--- config.mk ---
export PLATFORM = sky130hd
export DESIGN_NAME = pwt_queue
export DESIGN_NICKNAME = d
export VERILOG_FILES = /design/src/sv/pwt_pkg.sv /design/src/sv/pwt_queue.sv
export VERILOG_INCLUDE_DIRS = /design/src /design/src/sv
export SDC_FILE = /design/constraint.sdc
export NUM_CORES = 1
export LEC_CHECK = 0
export BUFFER_PORTS_ARGS = -buffer_cell sky130_fd_sc_hd__buf_2
export CAP_MARGIN = 40
export CORE_MARGIN = 1.5
export CORE_UTILIZATION = 55
export DETAILED_ROUTE_END_ITERATION = 8
export GPL_TIMING_DRIVEN = 0
export MAX_ROUTING_LAYER = met4
export PLACE_DENSITY = 0.83
export SLEW_MARGIN = 20
export SYNTH_ARGS = -nofsm -noshare
export SYNTH_HDL_FRONTEND = slang
export SYNTH_SLANG_ARGS = --single-unit
--- constraint.sdc ---
create_clock -name clk -period 3.1 [get_ports clk]
set_input_delay 0.155 -clock clk [delete_from_list [all_inputs] [get_ports clk]]
set_output_delay 0.155 -clock clk [all_outputs]
set_load 0.005 [all_outputs]
--- src/sv/pulse_width_tachometer_unit_assert.svh ---
// Assertion macros for the pulse width tachometer unit.
// Used by the RTL file that carries concurrent checks (pwt_queue); expects clk and rst_n in scope.
`ifndef PULSE_WIDTH_TACHOMETER_UNIT_ASSERT_SVH
`define PULSE_WIDTH_TACHOMETER_UNIT_ASSERT_SVH
`ifndef SYNTHESIS
// Check outside reset.
`define PWT_ASSERT(lbl, prop, msg) \
  lbl: assert property (@(posedge clk) disable iff (!rst_n) prop) else $error(msg);
// Check on every edge, reset included.
`define PWT_ASSERT_ALWAYS(lbl, prop, msg) \
  lbl: assert property (@(posedge clk) prop) else $error(msg);
`else
`define PWT_ASSERT(lbl, prop, msg)
`define PWT_ASSERT_ALWAYS(lbl, prop, msg)
`endif
`endif

--- src/sv/pwt_pkg.sv ---
// Shared types, widths, register codes and helper functions for the tachometer.
// No dependencies; the modules and the output and configuration interfaces import it.
package pwt_pkg;

  localparam int CNT_W   = 28;   // width of the tick counter
  localparam int TICKS_W = 28;
  localparam int TOUT_W  = 28;
  localparam int SCALE_W = 32;
  localparam int SPEED_W = 16;
  localparam int RANGE_W = 2;
  localparam int CFG_IDX_W = 2;
  localparam int WIDE_W  = (CNT_W > TICKS_W) ? CNT_W : TICKS_W;
  localparam int REM_W   = CNT_W + 1;
  localparam int STEP_W  = $clog2(SCALE_W);
  localparam int Q_DEPTH = 2;
  localparam int QPTR_W  = (Q_DEPTH > 1) ? $clog2(Q_DEPTH) : 1;
  localparam int QCNT_W  = $clog2(Q_DEPTH + 1);

  localparam logic [TICKS_W-1:0] TICKS_MAX = '1;
  localparam logic [SPEED_W-1:0] SPEED_MAX = '1;
  localparam logic [STEP_W-1:0]  STEP_LAST = STEP_W'(SCALE_W - 1);

  localparam logic [SCALE_W-1:0] SCALE_RST = SCALE_W'(7500000);
  localparam logic [TOUT_W-1:0]  TOUT_RST  = TOUT_W'(25000000);
  localparam logic [SPEED_W-1:0] LOW_RST   = SPEED_W'(200);
  localparam logic [SPEED_W-1:0] HIGH_RST  = SPEED_W'(9000);

  localparam logic [RANGE_W-1:0] RANGE_INSIDE = 2'd0;
  localparam logic [RANGE_W-1:0] RANGE_BELOW  = 2'd1;
  localparam logic [RANGE_W-1:0] RANGE_ABOVE  = 2'd2;

  typedef logic [CNT_W-1:0] count_t;

  typedef enum logic [CFG_IDX_W-1:0] {
    REG_SCALE   = 2'd0,
    REG_TIMEOUT = 2'd1,
    REG_LOW     = 2'd2,
    REG_HIGH    = 2'd3
  } cfg_reg_t;

  typedef enum logic [1:0] {
    PH_IDLE  = 2'd0,
    PH_WAIT  = 2'd1,
    PH_COUNT = 2'd2
  } phase_t;

  typedef enum logic [1:0] {
    BK_IDLE = 2'd0,
    BK_DIV  = 2'd1,
    BK_HOLD = 2'd2
  } back_state_t;

  typedef struct packed {
    logic [SCALE_W-1:0] scale;
    logic [TOUT_W-1:0]  tout;
    logic [SPEED_W-1:0] low;
    logic [SPEED_W-1:0] high;
  } cfg_t;

  typedef struct packed {
    count_t count;
    logic   timed_out;
  } meas_t;

  typedef struct packed {
    logic full;
    logic empty;
  } q_status_t;

  function automatic logic over_timeout(count_t c, logic [TOUT_W-1:0] t);
    logic [WIDE_W-1:0] cw;
    logic [WIDE_W-1:0] tw;
    cw = WIDE_W'(c);
    tw = WIDE_W'(t);
    return cw > tw;
  endfunction

  function automatic logic [TICKS_W-1:0] sat_ticks(count_t c);
    logic [WIDE_W-1:0] cw;
    cw = WIDE_W'(c);
    if (cw > WIDE_W'(TICKS_MAX)) begin
      return TICKS_MAX;
    end
    return TICKS_W'(cw);
  endfunction

endpackage

--- src/sv/pwt_queue.sv ---
// Short measurement queue between the counting front end and the divider back end.
// Depends on pwt_pkg and the assertion macro header.
`include "pulse_width_tachometer_unit_assert.svh"
module pwt_queue import pwt_pkg::*; (
  input  logic      clk,
  input  logic      rst_n,
  input  logic      push,
  input  meas_t     din,
  input  logic      pop,
  output meas_t     dout,
  output q_status_t status
);

  meas_t             entries_r [Q_DEPTH];
  logic [QPTR_W-1:0] wr_ptr_r;
  logic [QPTR_W-1:0] rd_ptr_r;
  logic [QCNT_W-1:0] cnt_r;

  function automatic logic [QPTR_W-1:0] ptr_inc(logic [QPTR_W-1:0] p);
    if (p == QPTR_W'(Q_DEPTH - 1)) begin
      return '0;
    end
    return p + 1'b1;
  endfunction

  assign dout         = entries_r[rd_ptr_r];
  assign status.full  = (cnt_r == QCNT_W'(Q_DEPTH));
  assign status.empty = (cnt_r == '0);

  always_ff @(posedge clk) begin
    if (push) begin
      entries_r[wr_ptr_r] <= din;
    end
  end

  always_ff @(posedge clk) begin
    if (!rst_n) begin
      wr_ptr_r <= '0;
      rd_ptr_r <= '0;
      cnt_r    <= '0;
    end else begin
      if (push) begin
        wr_ptr_r <= ptr_inc(wr_ptr_r);
      end
      if (pop) begin
        rd_ptr_r <= ptr_inc(rd_ptr_r);
      end
      if (push && !pop) begin
        cnt_r <= cnt_r + 1'b1;
      end else if (pop && !push) begin
        cnt_r <= cnt_r - 1'b1;
      end
    end
  end

  `PWT_ASSERT(a_no_push_full, push |-> !status.full, "measurement pushed into a full queue")
  `PWT_ASSERT(a_no_pop_empty, pop |-> !status.empty, "pop from an empty queue")
  `PWT_ASSERT(a_cnt_range, cnt_r <= QCNT_W'(Q_DEPTH), "queue fill count out of range")
  `PWT_ASSERT(a_cnt_track, (push && !pop) |=> (cnt_r == $past(cnt_r) + 1'b1),
              "queue fill count did not advance on push")

endmodule

==> summary.txt, run 1 <==
Final layout
  – Multi-input logic area: 450.4 um^2
  – Layout cells sized above 1: 57.37%
  – Fillers: 276
  – Finished Layout Cells: 240
  – Area grow syn2layout: 25.26%
  – N_diodes: 0
  – Final Util: 71.77%
  – Final-stage net count: 221
  – Area occupied by registers: 1842 um^2

Synthesis
  – Main synth FF type: edfxtp_1
  – Yosys warnings: 0
  – Post-synth ARST share: 0%
  – Synth area leaders: edfxtp_1 75%, mux2_2 14%, dfxtp_1 4.3%
  – Syn_area_per_cell: 20.61 um^2
  – Register bit total from synthesis: 63
  – Post-synth EDFFs: 58
  – Net count of the mapped netlist: 146
  – Syn Std Cell Area: 2308 um^2
  – Sequential share of the synthesized area: 79.78%
  – Cells after synthesis: 112
  – Yosys cell types: 17
  – Commonest cells post-synth: 58 x edfxtp_1, 29 x mux2_2, 5 x dfxtp_1
  – Synth area leader: edfxtp_1
  – Top-count cell post-synth: edfxtp_1
  – Synth top area share: 75.45%

Route
  – Total vias in the final route: 1193
  – First-pass DRT Iterations: 4
  – Routed length per instance: 14.96 um
  – Antenna viol nets, final: 0
  – Violation count after the first detailed-route iteration: 113
  – Drt total wl: 3.590 mm
  – DRC viols: 0
  – Vias per Instance: 4.971

Placed design
  – Dpl hpwl: 2.463 mm
  – Port bufs: 63
  – DP Cell Count: 226
  – GPL Wtd Cong: 0.6446

Clocking
  – Clk sinks: 63
  – CTS max path bufs: 2
  – CTS resizes: 0
  – Setup Buffers After CTS: 0
  – H-tree depth: 3
  – Worst-skew pair later-pin latency: 0.32 ns
  – Hold-fix buffer count after cts: 0
  – CTS tree: built
  – CTS Root Buffer Type: clkbuf_8
  – Num CTS Buffers: 9
  – CTS clock-pin slew for the worst setup and hold paths: 0.06 ns

Worst setup path
  – R2r worst-path depth: 1
  – Setup crit start kind: register
  – Worst EP required: 2.94 ns
  – RR Endpoint: entries_r[1][22]
  – Worst Path Max Fanout: 10
  – Worst reg2reg path startpoint: wr_ptr_r
  – Critical path class: register to primary output
  – Setup crit end kind: primary output
  – CP Data Arrival Time: 1.54 ns
  – Slack of the worst reg-to-reg path: 1.70 ns

GRT
  – Initial antenna violation count: 0
  – Vias in the first global route: 1192
  – Pin count of the biggest net entering global routing: 30
  – Total global routing overflow: 0
  – Tot GR Track Use: 17.74%
  – First-pass GRT wire length: 5.264 mm

STA
  – Endpoints failing hold: 0
  – RSZ-0062 raised after global routing: no
  – Clock skew: 0.006043 ns
  – Slew Limit Fails: 0
  – Slew @ Worst Pin: 0.6953 ns
  – Relative slew slack: 53.65%
  – Hold WS: 0.01853 ns
  – Crit share post-route: 54.81%
  – Final critical-path required period: 1.699 ns
  – Fin Setup TNS: 0 ns
  – Max Freq: 588.5 MHz
  – Final setup vio count: 0

Die
  – Starting Density: 57.30%
  – Core Box Area: 4029 um^2
  – Full die area: 4595 um^2
  – Die Width: 67.79 um
  – Io pins: 64
  – Die Y-Extent: 67.79 um
  – FP Rows: 23

Power and ir drop
  – Pwr Density: 622.7 nW/um^2
  – Static leakage: 1.118 nW
  – VDD IR max: 0.4595 mV

Min path
  – Hold EP: entries_r[0][26]
  – Min-Delay Path Depth: 1
  – Min-Delay Path Class: input port to register
  – Hold path start: din[26]

Flow run
  – Max cap viols: 0

Outcome
  – Outcome: finished clean
[placed cells by master, fill, tap and decap left out, types with 2 or more instances in the layout]
master and instances:
and2_1 3, buf_2 65, clkbuf_1 3, clkbuf_8 9
dfxtp_1 5, edfxtp_1 58, mux2_2 29, xor2_1 2
[worst max-delay path by stage]
stage / from / cells after the start / end / slack, ns
after floorplan: wr_ptr_r / 1 / entries_r[0][0] / 1.03
after global placement: wr_ptr_r / 1 / entries_r[0][6] / 0.43
after detailed placement: wr_ptr_r / 1 / entries_r[1][11] / 1.69
after CTS: register / 4 / dout[11] / 1.36
after global routing: register / 4 / dout[1] / 1.31
final: register / 4 / dout[1] / 1.40
[kinds of logic (layout without fill, tap and decap cells)]
group | after synthesis | in the layout | share of synthesized area, %
AO/OA/AOI/OAI | 3 | 3 | 0.8672
XOR/XNOR | 3 | 3 | 1.138
adder cells (fa/ha/maj) | 1 | 1 | 0.5419
buffers and inverters | 4 | 82 | 1.084
flip-flops | 63 | 63 | 79.78
multiplexers | 29 | 29 | 14.15
AND/OR/NAND/NOR | 9 | 9 | 2.439
[where the power goes]
group          leakage (nW)  switching (mW)  internal [mW]
registers             0.586          0.0147          0.980
clock network        0.0840           0.259          0.360
logic                 0.448          0.0824          0.103
total                  1.12           0.356           1.44
[metrics by stage]
step	setup WS (ns)	instance area [um^2]	total power [mW]
floorplan	1.035	2308	1.109
global placement	0.4262	2686	1.185
detailed placement	1.687	2723	1.202
CTS	1.363	2892	1.823
global route	1.313	2892	1.878
finish	1.401	2892	1.800
[flip-flops by register name (all words and copies together) (netlist names), named ones only]
name / flops
cnt_r: 2
entries_r: 58
wr_ptr_r: 1
rd_ptr_r: 1
[layout make-up]
class                           instances  area share (%)
Sequential cell                        63           63.70
Multi-Input combinational cell         45           15.58
Timing Repair Buffer                   64           11.86
Clock buffer                           12           4.673
Tap cell                               50           2.164
Clock inverter                          2           1.168
Buffer                                  3          0.7356
Inverter                                1          0.1298
[layer usage]
layer	GRT usage [%]	vias up	wire, um
met3	5.667	5	207
met2	28.55	36	1899
li1	-	582	-
met5	-	-	0
met4	12.75	0	62
met1	18.22	570	1420
[critical path: stages, from the launching register on]
cell	delay [ns]
dfxtp_1	0.31
buf_2	0.25
buf_6	0.19
mux2_2	0.34
buf_2	0.12
(Power assumes the default switching activity.)
==> run 2: changes to the inputs <==
- CORE_UTILIZATION: 55 -> 51
- PLACE_DENSITY: 0.83 -> 0.78
- clock period: 3.1 -> 1.7 ns (I/O delays scaled with it)
==> summary.txt, run 2 (same netlist as run 1, synthesis figures left out) <==
Outcome
  – Outcome: finished clean

STA
  – Final critical-path required period: 1.583 ns
  – Fin Setup TNS: 0 ns (unchanged)
  – Slew @ Worst Pin: 0.7076 ns (+0.01227 ns)
  – Final Worst Setup Slack: 0.1169 ns (-1.284 ns)
  – Max Freq: 631.7 MHz
  – Final setup vio count: 0 (unchanged)
  – Clock skew: 0.005127 ns (-0.0009162 ns)
  – Endpoints failing hold: 0 (unchanged)
  – Crit share post-route: 93.12%
  – Relative slew slack: 52.83% (-0.82 points)
  – RSZ-0062 raised after global routing: no
  – Slew Limit Fails: 0 (unchanged)

Die
  – FP Rows: 24 (+4.3%)
  – Starting Density: 53.02% (-4.3 points)
  – Die Width: 70.28 um (+3.7%)
  – Io pins: 64 (unchanged)
  – Die Y-Extent: 70.28 um (+3.7%)
  – Full die area: 4939 um^2 (+7.5%)
  – Core Box Area: 4354 um^2 (+8.1%)

GRT
  – Initial antenna violation count: 0 (unchanged)
  – Tot GR Track Use: 20.03% (+2.3 points)
  – Pin count of the biggest net entering global routing: 30 (unchanged)
  – Vias in the first global route: 1502 (+26%)
  – Total global routing overflow: 0 (unchanged)
  – First-pass GRT wire length: 6.948 mm (+32%)

Route
  – DRC viols: 0 (unchanged)
  – Drt total wl: 4.298 mm (+20%)
  – Top sig layer: met4
  – Routed length per instance: 15.74 um (+5.2%)
  – WL met2: 2.370 mm (+25%)
  – Violation count after the first detailed-route iteration: 42 (-63%)
  – Antenna viol nets, final: 0 (unchanged)
  – First-pass DRT Iterations: 4 (unchanged)
  – Total vias in the final route: 1338 (+12%)
  – Met3 Wirelength: 201 um (-2.9%)
  – Vias per Instance: 4.901 (-1.4%)
  – Metal-1 WL: 1.688 mm (+19%)

Power and ir drop
  – Static leakage: 1.248 nW (+12%)
  – Net switching power: 0.7202 mW (+100%)
  – Sw Share: 21.20% (+1.4 points)
  – Reg power frac: 53.4% (-1.9 points)
  – Comb pwr share: 11.8% (+1.5 points)
  – VDD IR max: 0.7886 mV (+72%)
  – Pwr Density: 1063 nW/um^2 (+71%)
  – Power Internal: 2.677 mW (+85%)
  – Clk pwr share: 34.8% (+0.4 points)

Clocking
  – Clk sinks: 63 (unchanged)
  – Num CTS Buffers: 9 (unchanged)
  – Setup Buffers After CTS: 0 (unchanged)
  – CTS Root Buffer Type: clkbuf_8
  – CTS clock-pin slew for the worst setup and hold paths: 0.06 ns (about the same)
  – CTS tree: built
  – H-tree depth: 3 (unchanged)
  – CTS max path bufs: 2 (unchanged)
  – Worst-skew pair later-pin latency: 0.33 ns (about the same)

Final layout
  – Fillers: 264 (-4.3%)
  – Max reg flops: 58 (unchanged)
  – Largest registers: entries_r (58), cnt_r (2)
  – Layout cells sized above 1: 50.23% (-7.1 points)
  – Multi-input logic area: 450.4 um^2 (unchanged)
  – Final Util: 73.42% (+1.6 points)
  – Commonest cells after routing, fill and taps aside: 64 x buf_2, 58 x edfxtp_1, 29 x mux2_2, 29 x dlygate4sd3_1, 9 x clkbuf_8
  – Finished Layout Cells: 273 (+14%)
  – Biggest register: entries_r
  – Area grow syn2layout: 38.48%
  – Area occupied by registers: 1842 um^2 (unchanged)
  – Final-stage net count: 250 (+13%)
  – N_diodes: 0 (unchanged)
  – Commonest non-fill, non-tap cell in the layout: buf_2

Placed design
  – Port bufs: 63 (unchanged)
  – DP Cell Count: 228 (+0.88%)
  – Dpl hpwl: 2.659 mm (+7.9%)
  – GPL Wtd Cong: 0.6991 (+8.5%)
  – Pre-CTS WS: 0.2918 ns (-1.395 ns)

Worst setup path
  – Setup crit end kind: primary output
  – CP Data Arrival Time: 1.50 ns (-0.04 ns)
  – Slowest-stage cell, CP: mux2_2
  – Critical path class: register to primary output
  – Setup crit start kind: register
  – Worst Path Max Fanout: 10 (unchanged)
  – Worst EP required: 1.62 ns (-1.32 ns)
  – CP Cell Sequence: buf_4 > buf_6 > mux2_2 > buf_2
  – Largest stage delay on the critical path: 0.35 ns (about the same)

Flow run
  – Max cap viols: 0 (unchanged)

Min path
  – Min-Delay Path Class: input port to register
[run 2: changes by cell type in the layout (fill, tap and decap cells not counted), sizes merged]
cell | before | now
clkbuf | 12 | 10
dlygate4sd3 | 0 | 29
clkinv | 1 | 5
[run 2: worst paths after layout]
| kind | to | slack (ns) | cells past startpoint | from |
|---|---|---|---|---|
| setup reg to reg | entries_r[1][2] | 0.29 | 1 | wr_ptr_r |
| setup / recovery | dout[3] | 0.12 | 4 | register |
| hold / removal | rd_ptr_r | 0.03 | 2 | rst_n |
| hold reg to reg | cnt_r[1] | 0.54 | 2 | cnt_r[1] |
[run 2: stage by stage]
step                area [um^2]  hold slack (ns)  power, mW
finish                     3197          0.02640      3.398
detailed placement         2725           0.2771      2.195
CTS                        3194         0.005965      3.419
global placement           2691           0.2721      2.160
floorplan                  2311           0.1839      2.022
global route               3197          0.01006      3.541
[run 2: what timing repair did]
action                                  in CTS  in global routing
endpoints found under the setup margin       0                 10
resized for setup                            0                  2
hold buffers                                29                  0
endpoints found under the hold margin       58                  0
[run 2: final cells by class]
cell class	count	share of cell area (%)
inverter	1	0.1174
sequential	63	57.61
multi-input combinational	45	14.09
buffer	3	0.7436
tap	52	2.035
clock inverter	6	1.605
clock buffer	10	3.992
timing repair buffer	93	19.80
[run 2: power groups by stage]
stage          Sequential, mW  Clock [mW]  Combinational [mW]
2_1_floorplan            1.84           0               0.184
3_3_place_gp             1.84           0               0.319
3_5_place_dp             1.85           0               0.347
4_1_cts                  1.82        1.20               0.401
5_1_grt                  1.82        1.28               0.435
6_report                 1.82        1.18               0.401
[run 2: metal layers]
metal	vias up	global-route usage, %
li1	642	-
met1	653	20.78
met2	39	33.54
met3	4	8.658
met4	0	7.692
met5	-	-
[run 2: critical path, delay by kind of cell (launching register included)]
family                 cells  cell delay (ns)
multiplexers               1             0.35
buffers and inverters      3             0.49
flip-flops                 1             0.33
