[src/sv/pulse_width_tachometer_unit_assert.svh]
// Assertion macros for the pulse width tachometer unit.
// Used by the RTL file that carries concurrent checks (pwt_queue); expects clk and rst_n in scope.
`ifndef PULSE_WIDTH_TACHOMETER_UNIT_ASSERT_SVH
`define PULSE_WIDTH_TACHOMETER_UNIT_ASSERT_SVH
`ifndef SYNTHESIS
// Check outside reset.
`define PWT_ASSERT(lbl, prop, msg) \
  lbl: assert property (@(posedge clk) disable iff (!rst_n) prop) else $error(msg);
// Check on every edge, reset included.
`define PWT_ASSERT_ALWAYS(lbl, prop, msg) \
  lbl: assert property (@(posedge clk) prop) else $error(msg);
`else
`define PWT_ASSERT(lbl, prop, msg)
`define PWT_ASSERT_ALWAYS(lbl, prop, msg)
`endif
`endif

[src/sv/pwt_pkg.sv]
// Shared types, widths, register codes and helper functions for the tachometer.
// No dependencies; the modules and the output and configuration interfaces import it.
package pwt_pkg;

  localparam int CNT_W   = 28;   // width of the tick counter
  localparam int TICKS_W = 28;
  localparam int TOUT_W  = 28;
  localparam int SCALE_W = 32;
  localparam int SPEED_W = 16;
  localparam int RANGE_W = 2;
  localparam int CFG_IDX_W = 2;
  localparam int WIDE_W  = (CNT_W > TICKS_W) ? CNT_W : TICKS_W;
  localparam int REM_W   = CNT_W + 1;
  localparam int STEP_W  = $clog2(SCALE_W);
  localparam int Q_DEPTH = 2;
  localparam int QPTR_W  = (Q_DEPTH > 1) ? $clog2(Q_DEPTH) : 1;
  localparam int QCNT_W  = $clog2(Q_DEPTH + 1);

  localparam logic [TICKS_W-1:0] TICKS_MAX = '1;
  localparam logic [SPEED_W-1:0] SPEED_MAX = '1;
  localparam logic [STEP_W-1:0]  STEP_LAST = STEP_W'(SCALE_W - 1);

  localparam logic [SCALE_W-1:0] SCALE_RST = SCALE_W'(7500000);
  localparam logic [TOUT_W-1:0]  TOUT_RST  = TOUT_W'(25000000);
  localparam logic [SPEED_W-1:0] LOW_RST   = SPEED_W'(200);
  localparam logic [SPEED_W-1:0] HIGH_RST  = SPEED_W'(9000);

  localparam logic [RANGE_W-1:0] RANGE_INSIDE = 2'd0;
  localparam logic [RANGE_W-1:0] RANGE_BELOW  = 2'd1;
  localparam logic [RANGE_W-1:0] RANGE_ABOVE  = 2'd2;

  typedef logic [CNT_W-1:0] count_t;

  typedef enum logic [CFG_IDX_W-1:0] {
    REG_SCALE   = 2'd0,
    REG_TIMEOUT = 2'd1,
    REG_LOW     = 2'd2,
    REG_HIGH    = 2'd3
  } cfg_reg_t;

  typedef enum logic [1:0] {
    PH_IDLE  = 2'd0,
    PH_WAIT  = 2'd1,
    PH_COUNT = 2'd2
  } phase_t;

  typedef enum logic [1:0] {
    BK_IDLE = 2'd0,
    BK_DIV  = 2'd1,
    BK_HOLD = 2'd2
  } back_state_t;

  typedef struct packed {
    logic [SCALE_W-1:0] scale;
    logic [TOUT_W-1:0]  tout;
    logic [SPEED_W-1:0] low;
    logic [SPEED_W-1:0] high;
  } cfg_t;

  typedef struct packed {
    count_t count;
    logic   timed_out;
  } meas_t;

  typedef struct packed {
    logic full;
    logic empty;
  } q_status_t;

  function automatic logic over_timeout(count_t c, logic [TOUT_W-1:0] t);
    logic [WIDE_W-1:0] cw;
    logic [WIDE_W-1:0] tw;
    cw = WIDE_W'(c);
    tw = WIDE_W'(t);
    return cw > tw;
  endfunction

  function automatic logic [TICKS_W-1:0] sat_ticks(count_t c);
    logic [WIDE_W-1:0] cw;
    cw = WIDE_W'(c);
    if (cw > WIDE_W'(TICKS_MAX)) begin
      return TICKS_MAX;
    end
    return TICKS_W'(cw);
  endfunction

endpackage

[src/sv/pwt_front.sv]
// Front end: per-tick edge detection, phase control and pulse counting.
// Depends on pwt_pkg; pushes finished measurements into the queue.
module pwt_front import pwt_pkg::*; (
  input  logic   clk,
  input  logic   rst_n,
  input  cfg_t   cfg,
  input  logic   acc,
  input  logic   level,
  input  logic   arm,
  output logic   push,
  output meas_t  meas
);

  phase_t phase_r, phase_nxt;
  logic   prev_r;
  count_t cnt_r, cnt_nxt;
  logic   emit;
  logic   tout;
  count_t emit_cnt;
  logic   rise;
  count_t cnt_inc;
  logic   at_top;

  assign rise    = level && !prev_r;
  assign cnt_inc = cnt_r + 1'b1;
  assign at_top  = &cnt_r;

  // next phase
  always_comb begin
    phase_nxt = phase_r;
    if (acc) begin
      unique case (phase_r)
        PH_WAIT: begin
          if (rise) begin
            phase_nxt = emit ? PH_IDLE : PH_COUNT;
          end
        end
        PH_COUNT: begin
          if (emit) begin
            phase_nxt = PH_IDLE;
          end
        end
        default: begin
          phase_nxt = arm ? PH_WAIT : PH_IDLE;
        end
      endcase
    end
  end

  // counter update and measurement end
  always_comb begin
    cnt_nxt  = cnt_r;
    emit     = 1'b0;
    tout     = 1'b0;
    emit_cnt = cnt_r;
    unique case (phase_r)
      PH_WAIT: begin
        if (rise) begin
          cnt_nxt  = CNT_W'(1);
          emit_cnt = CNT_W'(1);
          tout     = 1'b1;
          emit     = over_timeout(CNT_W'(1), cfg.tout);
        end
      end
      PH_COUNT: begin
        if (!level) begin
          emit = 1'b1;
        end else begin
          if (!at_top) begin
            cnt_nxt = cnt_inc;
          end
          emit_cnt = at_top ? cnt_r : cnt_inc;
          tout     = 1'b1;
          emit     = at_top || over_timeout(cnt_inc, cfg.tout);
        end
      end
      default: begin
        cnt_nxt = cnt_r;
      end
    endcase
  end

  assign push = acc && emit;
  assign meas = '{count: emit_cnt, timed_out: tout};

  always_ff @(posedge clk) begin
    if (!rst_n) begin
      phase_r <= PH_IDLE;
      prev_r  <= 1'b0;
      cnt_r   <= '0;
    end else begin
      phase_r <= phase_nxt;
      if (acc) begin
        prev_r <= level;
        cnt_r  <= cnt_nxt;
      end
    end
  end

endmodule

[config.mk]
export PLATFORM = sky130hd
export DESIGN_NAME = pwt_front
export DESIGN_NICKNAME = d
export VERILOG_FILES = /design/src/sv/pulse_width_tachometer_unit_assert.svh /design/src/sv/pwt_pkg.sv /design/src/sv/pwt_front.sv
export SDC_FILE = /design/constraint.sdc
export NUM_CORES = 1
export LEC_CHECK = 0
export BUFFER_PORTS_ARGS = -buffer_cell sky130_fd_sc_hd__buf_2
export CORE_MARGIN = 5
export CORE_UTILIZATION = 40
export CTS_CLUSTER_SIZE = 12
export DETAILED_ROUTE_END_ITERATION = 6
export PLACE_DENSITY = 0.68
export REMOVE_ABC_BUFFERS = 1
export SYNTH_ARGS = -nofsm -noshare
export SYNTH_HDL_FRONTEND = slang
export SYNTH_SLANG_ARGS = --single-unit
[constraint.sdc]
create_clock -name clk -period 5.46 [get_ports clk]
set_clock_uncertainty 0.05 [all_clocks]
set_input_delay 1.638 -clock clk [delete_from_list [all_inputs] [get_ports clk]]
set_output_delay 1.638 -clock clk [all_outputs]
set_load 0.1 [all_outputs]
==> reports/metrics.cfg, run 1 <==
[timing]
hold_viol = 0
rsz0062_at_grt = true
layout_min_cycle_time_ns = 5.48
setup_viol = 1
tightest_slew_ns = 1.31
relSlewSlack = 0.120
setup_slack_ns = -0.0208
finalCritPeriodShare = 1.00
drv_slew = 0
timing.fmax_mhz = 182

[clock_tree]
cts_max_level = 2
root_buffer = clkbuf_8
cts_sinks = 31
clk_latency_ns = 0.28
cts_buffer_depth = 2
numCtsBuffers = 5
cts_hold_buf = 0
clkTransAtPathRegs_ns = 0.07
tritoncts = yes

[route]
drt_iter0_drc = 234
drc_errors = 0
post_drt_wl_per_cell_um = 17.9
dr.max_layer_used = met4
wl_met1_mm = 4.96
wl_met3_um = 853
dr.pass1.iters = 6
ant_nets = 0
avgViaCountPerCell = 5.92
wirelength_mm = 11.2
dr_wl_met2_mm = 5.11
num_vias = 3708

[pwr]
clockPowerShare = 0.363
pwr-share-seq = 0.456
swShare = 0.307
p_total_uw = 504
leakage_nw = 1.90
powerDensity_mw_per_mm2 = 121
ir_worst_vdd_mv = 0.0870
p_int_uw = 349
power_frac_comb = 0.181
switching_power_uw = 155

[logic_synthesis]
yosys.area.top_type = dfxtp_1
postSynthAreaPerCell_um2 = 7.39
ys_ff_latch = 31
netlist_instances = 435
yosysWarnings = 0
synth-async-reset-ratio = 0
synth_ff_type = dfxtp_1
ys_top_cells_by_count = 36 x a21oi_1, 35 x inv_1, 31 x dfxtp_1, 31 x ha_1, 30 x nor2_1
yosysUniqueCellTypes = 59
synth_top_area_frac = 0.193
synth_most_common_cell = a21oi_1
ys_seq_area_frac = 0.193
synth_enable_flop_cells = 0
ys_top_cells_by_area = dfxtp_1 19%, ha_1 12%, a21oi_1 5.6%
syn_area_mm2 = 0.00321

[critical_path]
crit_type = reg2out
crit_chain = nand4_4 -> or4_4 -> or4_4 -> xnor2_2 -> ha_1 -> nand4_1 -> buf_4 -> a211oi_1 -> nor3b_4 -> a21oi_4 -> o311a_1 -> buf_12
path_buf_inv = 2
r2r-end = phase_r[0]$_SDFFE_PN0P_
max_stage_delay_ns = 0.56
cp_max_fo = 3
cp_common_cell = or4_4
rr_worst_depth = 13
critPathLaunchType = flop
worstPathRequired_ns = 3.77
worst_r2r_startpoint = cnt_r[7]$_SDFFE_PN0P_
r2r_slack_ns = 1.90
critPathCapture = push
crit_start = cnt_r[7]$_SDFFE_PN0P_
cp_top_family = simple AND/OR/NAND/NOR gates
worst_path_max_delay_cell = or4_4
cp-end-kind = output port
critPathArrivalTime_ns = 3.79
cp_num_cells = 12

[finish]
antenna_cells = 0
syn_to_final_growth_pct = 29.5
fin_cells = 626
drive_above_1_share = 0.286
fin_nets = 651

[floorplanning]
fp.dieW_um = 99.6
die_h_um = 99.6
num_rows = 32
core-area_mm2 = 0.00777
io_pins = 127
start_util = 0.414
dieArea_mm2 = 0.00993

[placement]
dp_hpwl_mm = 8.47
place.gp.congestion = 0.942
dp_cells = 615
portBuffers = 62

[grt]
antenna_found_initial = 0
first_global_vias = 3543
grt_max_degree = 25
grt.overflow.total = 0
grt_pass1_wl_mm = 17.7
grtUsageTotal = 0.222

[flow_run]
max_cap_violations = 0

[hold_path]
min_path_type = reg2reg
min_path_cells = 2

[status]
status = complete, but fails checks
violations = negative setup slack

through the flow:
stage          hold slack, ns  setup WS (ns)  utilization  TNS, ns  instance area, um2
3_5_place_dp            0.463         0.0708        0.513        0                3980
4_1_cts                 0.475         0.0110        0.528        0                4100
3_3_place_gp            0.442         0.0998        0.513        0                3980
6_report                0.468        -0.0208        0.536  -0.0208                4160
2_1_floorplan           0.424          -1.68            -    -6.16                3060
5_1_grt                 0.494         -0.122        0.536   -0.122                4160
flip-flops by register name, summed over array words and instances (netlist names):
register,count
phase_r,2
prev_r,1
cnt_r,28
power by group through the flow:
stage / Clock [mW] / Sequential [mW] / Combinational, mW
detailed placement: 0 / 0.235 / 0.0868
floorplan: 0 / 0.235 / 0.0462
finish: 0.183 / 0.230 / 0.0912
global route: 0.197 / 0.230 / 0.0989
global placement: 0 / 0.235 / 0.0851
CTS: 0.187 / 0.230 / 0.0877
routing by layer:
layer	up-vias	track usage
met4	0	0.0746
met2	158	0.352
met5	-	0
met3	24	0.0365
li1	1795	-
met1	1731	0.306
cell usage in the layout (no fill, tap or decap), types with 3 or more instances in the layout:
master and instances:
o21ai_0 17, nor3_1 7, nor3_2 3, a31oi_1 11, o21a_1 3, inv_1 35, buf_4 52, clkbuf_8 5
a31o_2 3, buf_2 54, a22o_1 12, dfxtp_1 21, buf_12 8, xnor2_1 13, o31ai_1 3, a311oi_1 6
a22oi_1 12, nand3_1 19, and3_1 7, nor2_1 30, nand2b_1 3, xor2_1 12, nand4_1 17, ha_1 31
a21o_1 3, nand2_1 27, dfxtp_2 9, a21oi_1 35, nor4_1 13
repair_timing:
action | 4_1_cts | 5_1_grt
resized for setup | 13 | 9
setup buffers | 0 | 4
endpoints found under the setup margin | 1 | 1
cloned | 0 | 0
pin swaps | 3 | 7
endpoints found under the hold margin | 0 | 0
worst reg2reg max path, cell delays in order, from the launching register on:
cell,delay (ns)
dfxtp_2,0.37
nand4_4,0.11
or4_4,0.56
or4_4,0.56
xnor2_2,0.15
ha_1,0.31
nand4_1,0.17
buf_4,0.20
a211oi_1,0.38
nor3b_4,0.11
a21oi_4,0.19
buf_4,0.13
buf_4,0.10
o22ai_1,0.05
cells by family (layout without fill, tap and decap cells):
group           Yosys count  after routing  synth area share
flops                    31             31             0.193
simple gates            146            146             0.238
mux                       1              1           0.00312
buf+inv                  68            157            0.0892
compound gates          132            132             0.285
xor+xnor                 26             26            0.0709
fa+ha+maj                31             31             0.121
layout make-up:
| type | instances | area, um2 |
|---|---|---|
| clock buffer | 7 | 76.3 |
| timing repair buffer | 114 | 821 |
| inverter | 35 | 131 |
| clock inverter | 1 | 5.00 |
| fill | 752 | 3610 |
| tap | 102 | 128 |
| sequential | 31 | 636 |
| multi-input combinational | 336 | 2360 |
worst min path at each step:
stage	start	end	slack [ns]
after detailed placement	prev_r$_SDFFE_PN0P_	prev_r$_SDFFE_PN0P_	0.46
after global routing	phase_r[0]$_SDFFE_PN0P_	phase_r[0]$_SDFFE_PN0P_	0.49
after CTS	phase_r[0]$_SDFFE_PN0P_	phase_r[0]$_SDFFE_PN0P_	0.47
after floorplan	prev_r$_SDFFE_PN0P_	prev_r$_SDFFE_PN0P_	0.42
after global placement	prev_r$_SDFFE_PN0P_	prev_r$_SDFFE_PN0P_	0.44
final	phase_r[0]$_SDFFE_PN0P_	phase_r[0]$_SDFFE_PN0P_	0.47
No activity file was read; power rests on OpenSTA's default activity.
==> run 2, diff against run 1 <==
Settings changed: SETUP_SLACK_MARGIN from default to 0.2.
==> reports/metrics.cfg, run 2 (synthesized netlist as in run 1, its figures left out) <==
[clock_tree]
tritoncts = yes
numCtsBuffers = 5
root_buffer = clkbuf_8
cts_buffer_depth = 2
cts_setup_buffers = 0
cts_sinks = 31
clkTransAtPathRegs_ns = 0.07
clk_latency_ns = 0.29
cts_max_level = 2

[route]
wirelength_mm = 11.1
ant_nets = 0
avgViaCountPerCell = 5.97
post_drt_wl_per_cell_um = 17.8
drt_iter0_drc = 216
drc_errors = 0
num_vias = 3719
dr.pass1.iters = 5

[critical_path]
cp-end-kind = output port
r2r_slack_ns = 2.01
crit_type = reg2out
rr_worst_depth = 14
critPathLaunchType = flop
cp_max_fo = 3
critPathArrivalTime_ns = 3.78
critPathCapture = push
crit_start = cnt_r[7]$_SDFFE_PN0P_
r2r-end = phase_r[0]$_SDFFE_PN0P_
worst_r2r_startpoint = cnt_r[7]$_SDFFE_PN0P_
worstPathRequired_ns = 3.77

[grt]
grt.overflow.total = 0
first_global_vias = 3560
grt_pass1_wl_mm = 17.8
grtUsageTotal = 0.223
antenna_found_initial = 0
grt_max_degree = 25

[floorplanning]
start_util = 0.414
core-area_mm2 = 0.00777
dieArea_mm2 = 0.00993
fp.dieW_um = 99.6
io_pins = 127
num_rows = 32
die_h_um = 99.6

[timing]
setup_tns_ns = -0.00566
finalCritPeriodShare = 1.00
timing.fmax_mhz = 183
setup_viol = 1
hold_viol = 0
rsz0062_at_grt = true
drv_slew = 0
setup_slack_ns = -0.00566
tightest_slew_ns = 1.30
layout_min_cycle_time_ns = 5.47
relSlewSlack = 0.130

[finish]
final_common_cell = buf_2
top_register = cnt_r
reg_top3 = cnt_r (28), phase_r (2), prev_r (1)
largest_register_ffs = 28
fin_util = 0.532
antenna_cells = 0
layout_common_cells = 54 x buf_2, 49 x buf_4, 35 x inv_1, 35 x a21oi_1, 31 x ha_1
fin_nets = 648
design_area_mm2 = 0.00413
drive_above_1_share = 0.284
syn_to_final_growth_pct = 28.6

[status]
status = complete, but fails checks
violations = negative setup slack

[placement]
dp_hpwl_mm = 8.47
portBuffers = 62
dpl_cell_area_mm2 = 0.00398
place.gp.congestion = 0.942

[hold_path]
min_path_type = reg2reg

[pwr]
power_frac_comb = 0.178
swShare = 0.309
switching_power_uw = 155
powerDensity_mw_per_mm2 = 122
p_int_uw = 348
leakage_nw = 1.88
pwr-share-seq = 0.456
ir_worst_vdd_mv = 0.0878
clockPowerShare = 0.365

[flow_run]
max_cap_violations = 0

[run 2: timing repair]
item,4_1_cts,5_1_grt
endpoints found under the setup margin,13,1
pin swaps,3,3
resized for setup,15,7
hold buffers,0,0
cloned,0,0
[run 2: worst min-delay path by stage]
| stage | endpoint | cells past startpoint | slack (ns) | start |
|---|---|---|---|---|
| CTS | phase_r[0]$_SDFFE_PN0P_ | 2 | 0.47 | phase_r[0]$_SDFFE_PN0P_ |
| floorplan | prev_r$_SDFFE_PN0P_ | 2 | 0.42 | prev_r$_SDFFE_PN0P_ |
| global placement | prev_r$_SDFFE_PN0P_ | 2 | 0.44 | prev_r$_SDFFE_PN0P_ |
| finish | phase_r[0]$_SDFFE_PN0P_ | 2 | 0.46 | phase_r[0]$_SDFFE_PN0P_ |
| detailed placement | prev_r$_SDFFE_PN0P_ | 2 | 0.46 | prev_r$_SDFFE_PN0P_ |
| global route | phase_r[0]$_SDFFE_PN0P_ | 2 | 0.49 | phase_r[0]$_SDFFE_PN0P_ |
[run 2: worst max-delay path: stages (launching register included)]
cell and delay, ns:
dfxtp_2 0.37, nand4_4 0.11, or4_4 0.53, or4_4 0.52
xnor2_1 0.15, ha_1 0.31, nand4_1 0.18, buf_4 0.20
nor3_2 0.16, a21oi_1 0.07, nor3b_2 0.16, buf_4 0.15
a21oi_4 0.15, o311a_1 0.23, buf_12 0.19
[run 2: power groups by stage]
| stage | registers (mW) | clock network, mW | logic, mW |
|---|---|---|---|
| 6_report | 0.229 | 0.184 | 0.0897 |
| 5_1_grt | 0.230 | 0.197 | 0.0976 |
| 4_1_cts | 0.230 | 0.187 | 0.0880 |
| 3_3_place_gp | 0.235 | 0 | 0.0851 |
| 3_5_place_dp | 0.235 | 0 | 0.0868 |
| 2_1_floorplan | 0.235 | 0 | 0.0462 |
[run 2: area by class of cell]
type	instances	area (um2)
sequential	31	636
clock buffer	7	76.3
clock inverter	1	5.00
inverter	35	131
tap	102	128
timing repair buffer	111	798
multi-input combinational	336	2360
fill	753	3630
[run 2: metrics by stage]
step / setup WS, ns / instances / hold WS, ns / power [mW]
detailed placement: 0.0708 / 615 / 0.463 / 0.322
global placement: 0.0998 / 615 / 0.442 / 0.320
finish: -0.00566 / 623 / 0.463 / 0.503
CTS: 0.0327 / 623 / 0.475 / 0.504
floorplan: -1.68 / 402 / 0.424 / 0.281
global route: -0.108 / 623 / 0.494 / 0.524
[run 2: routing by layer]
metal	global-route usage	wire, um
met1	0.306	4840
met2	0.354	5040
met3	0.0365	930
met4	0.0746	303
met5	0	0
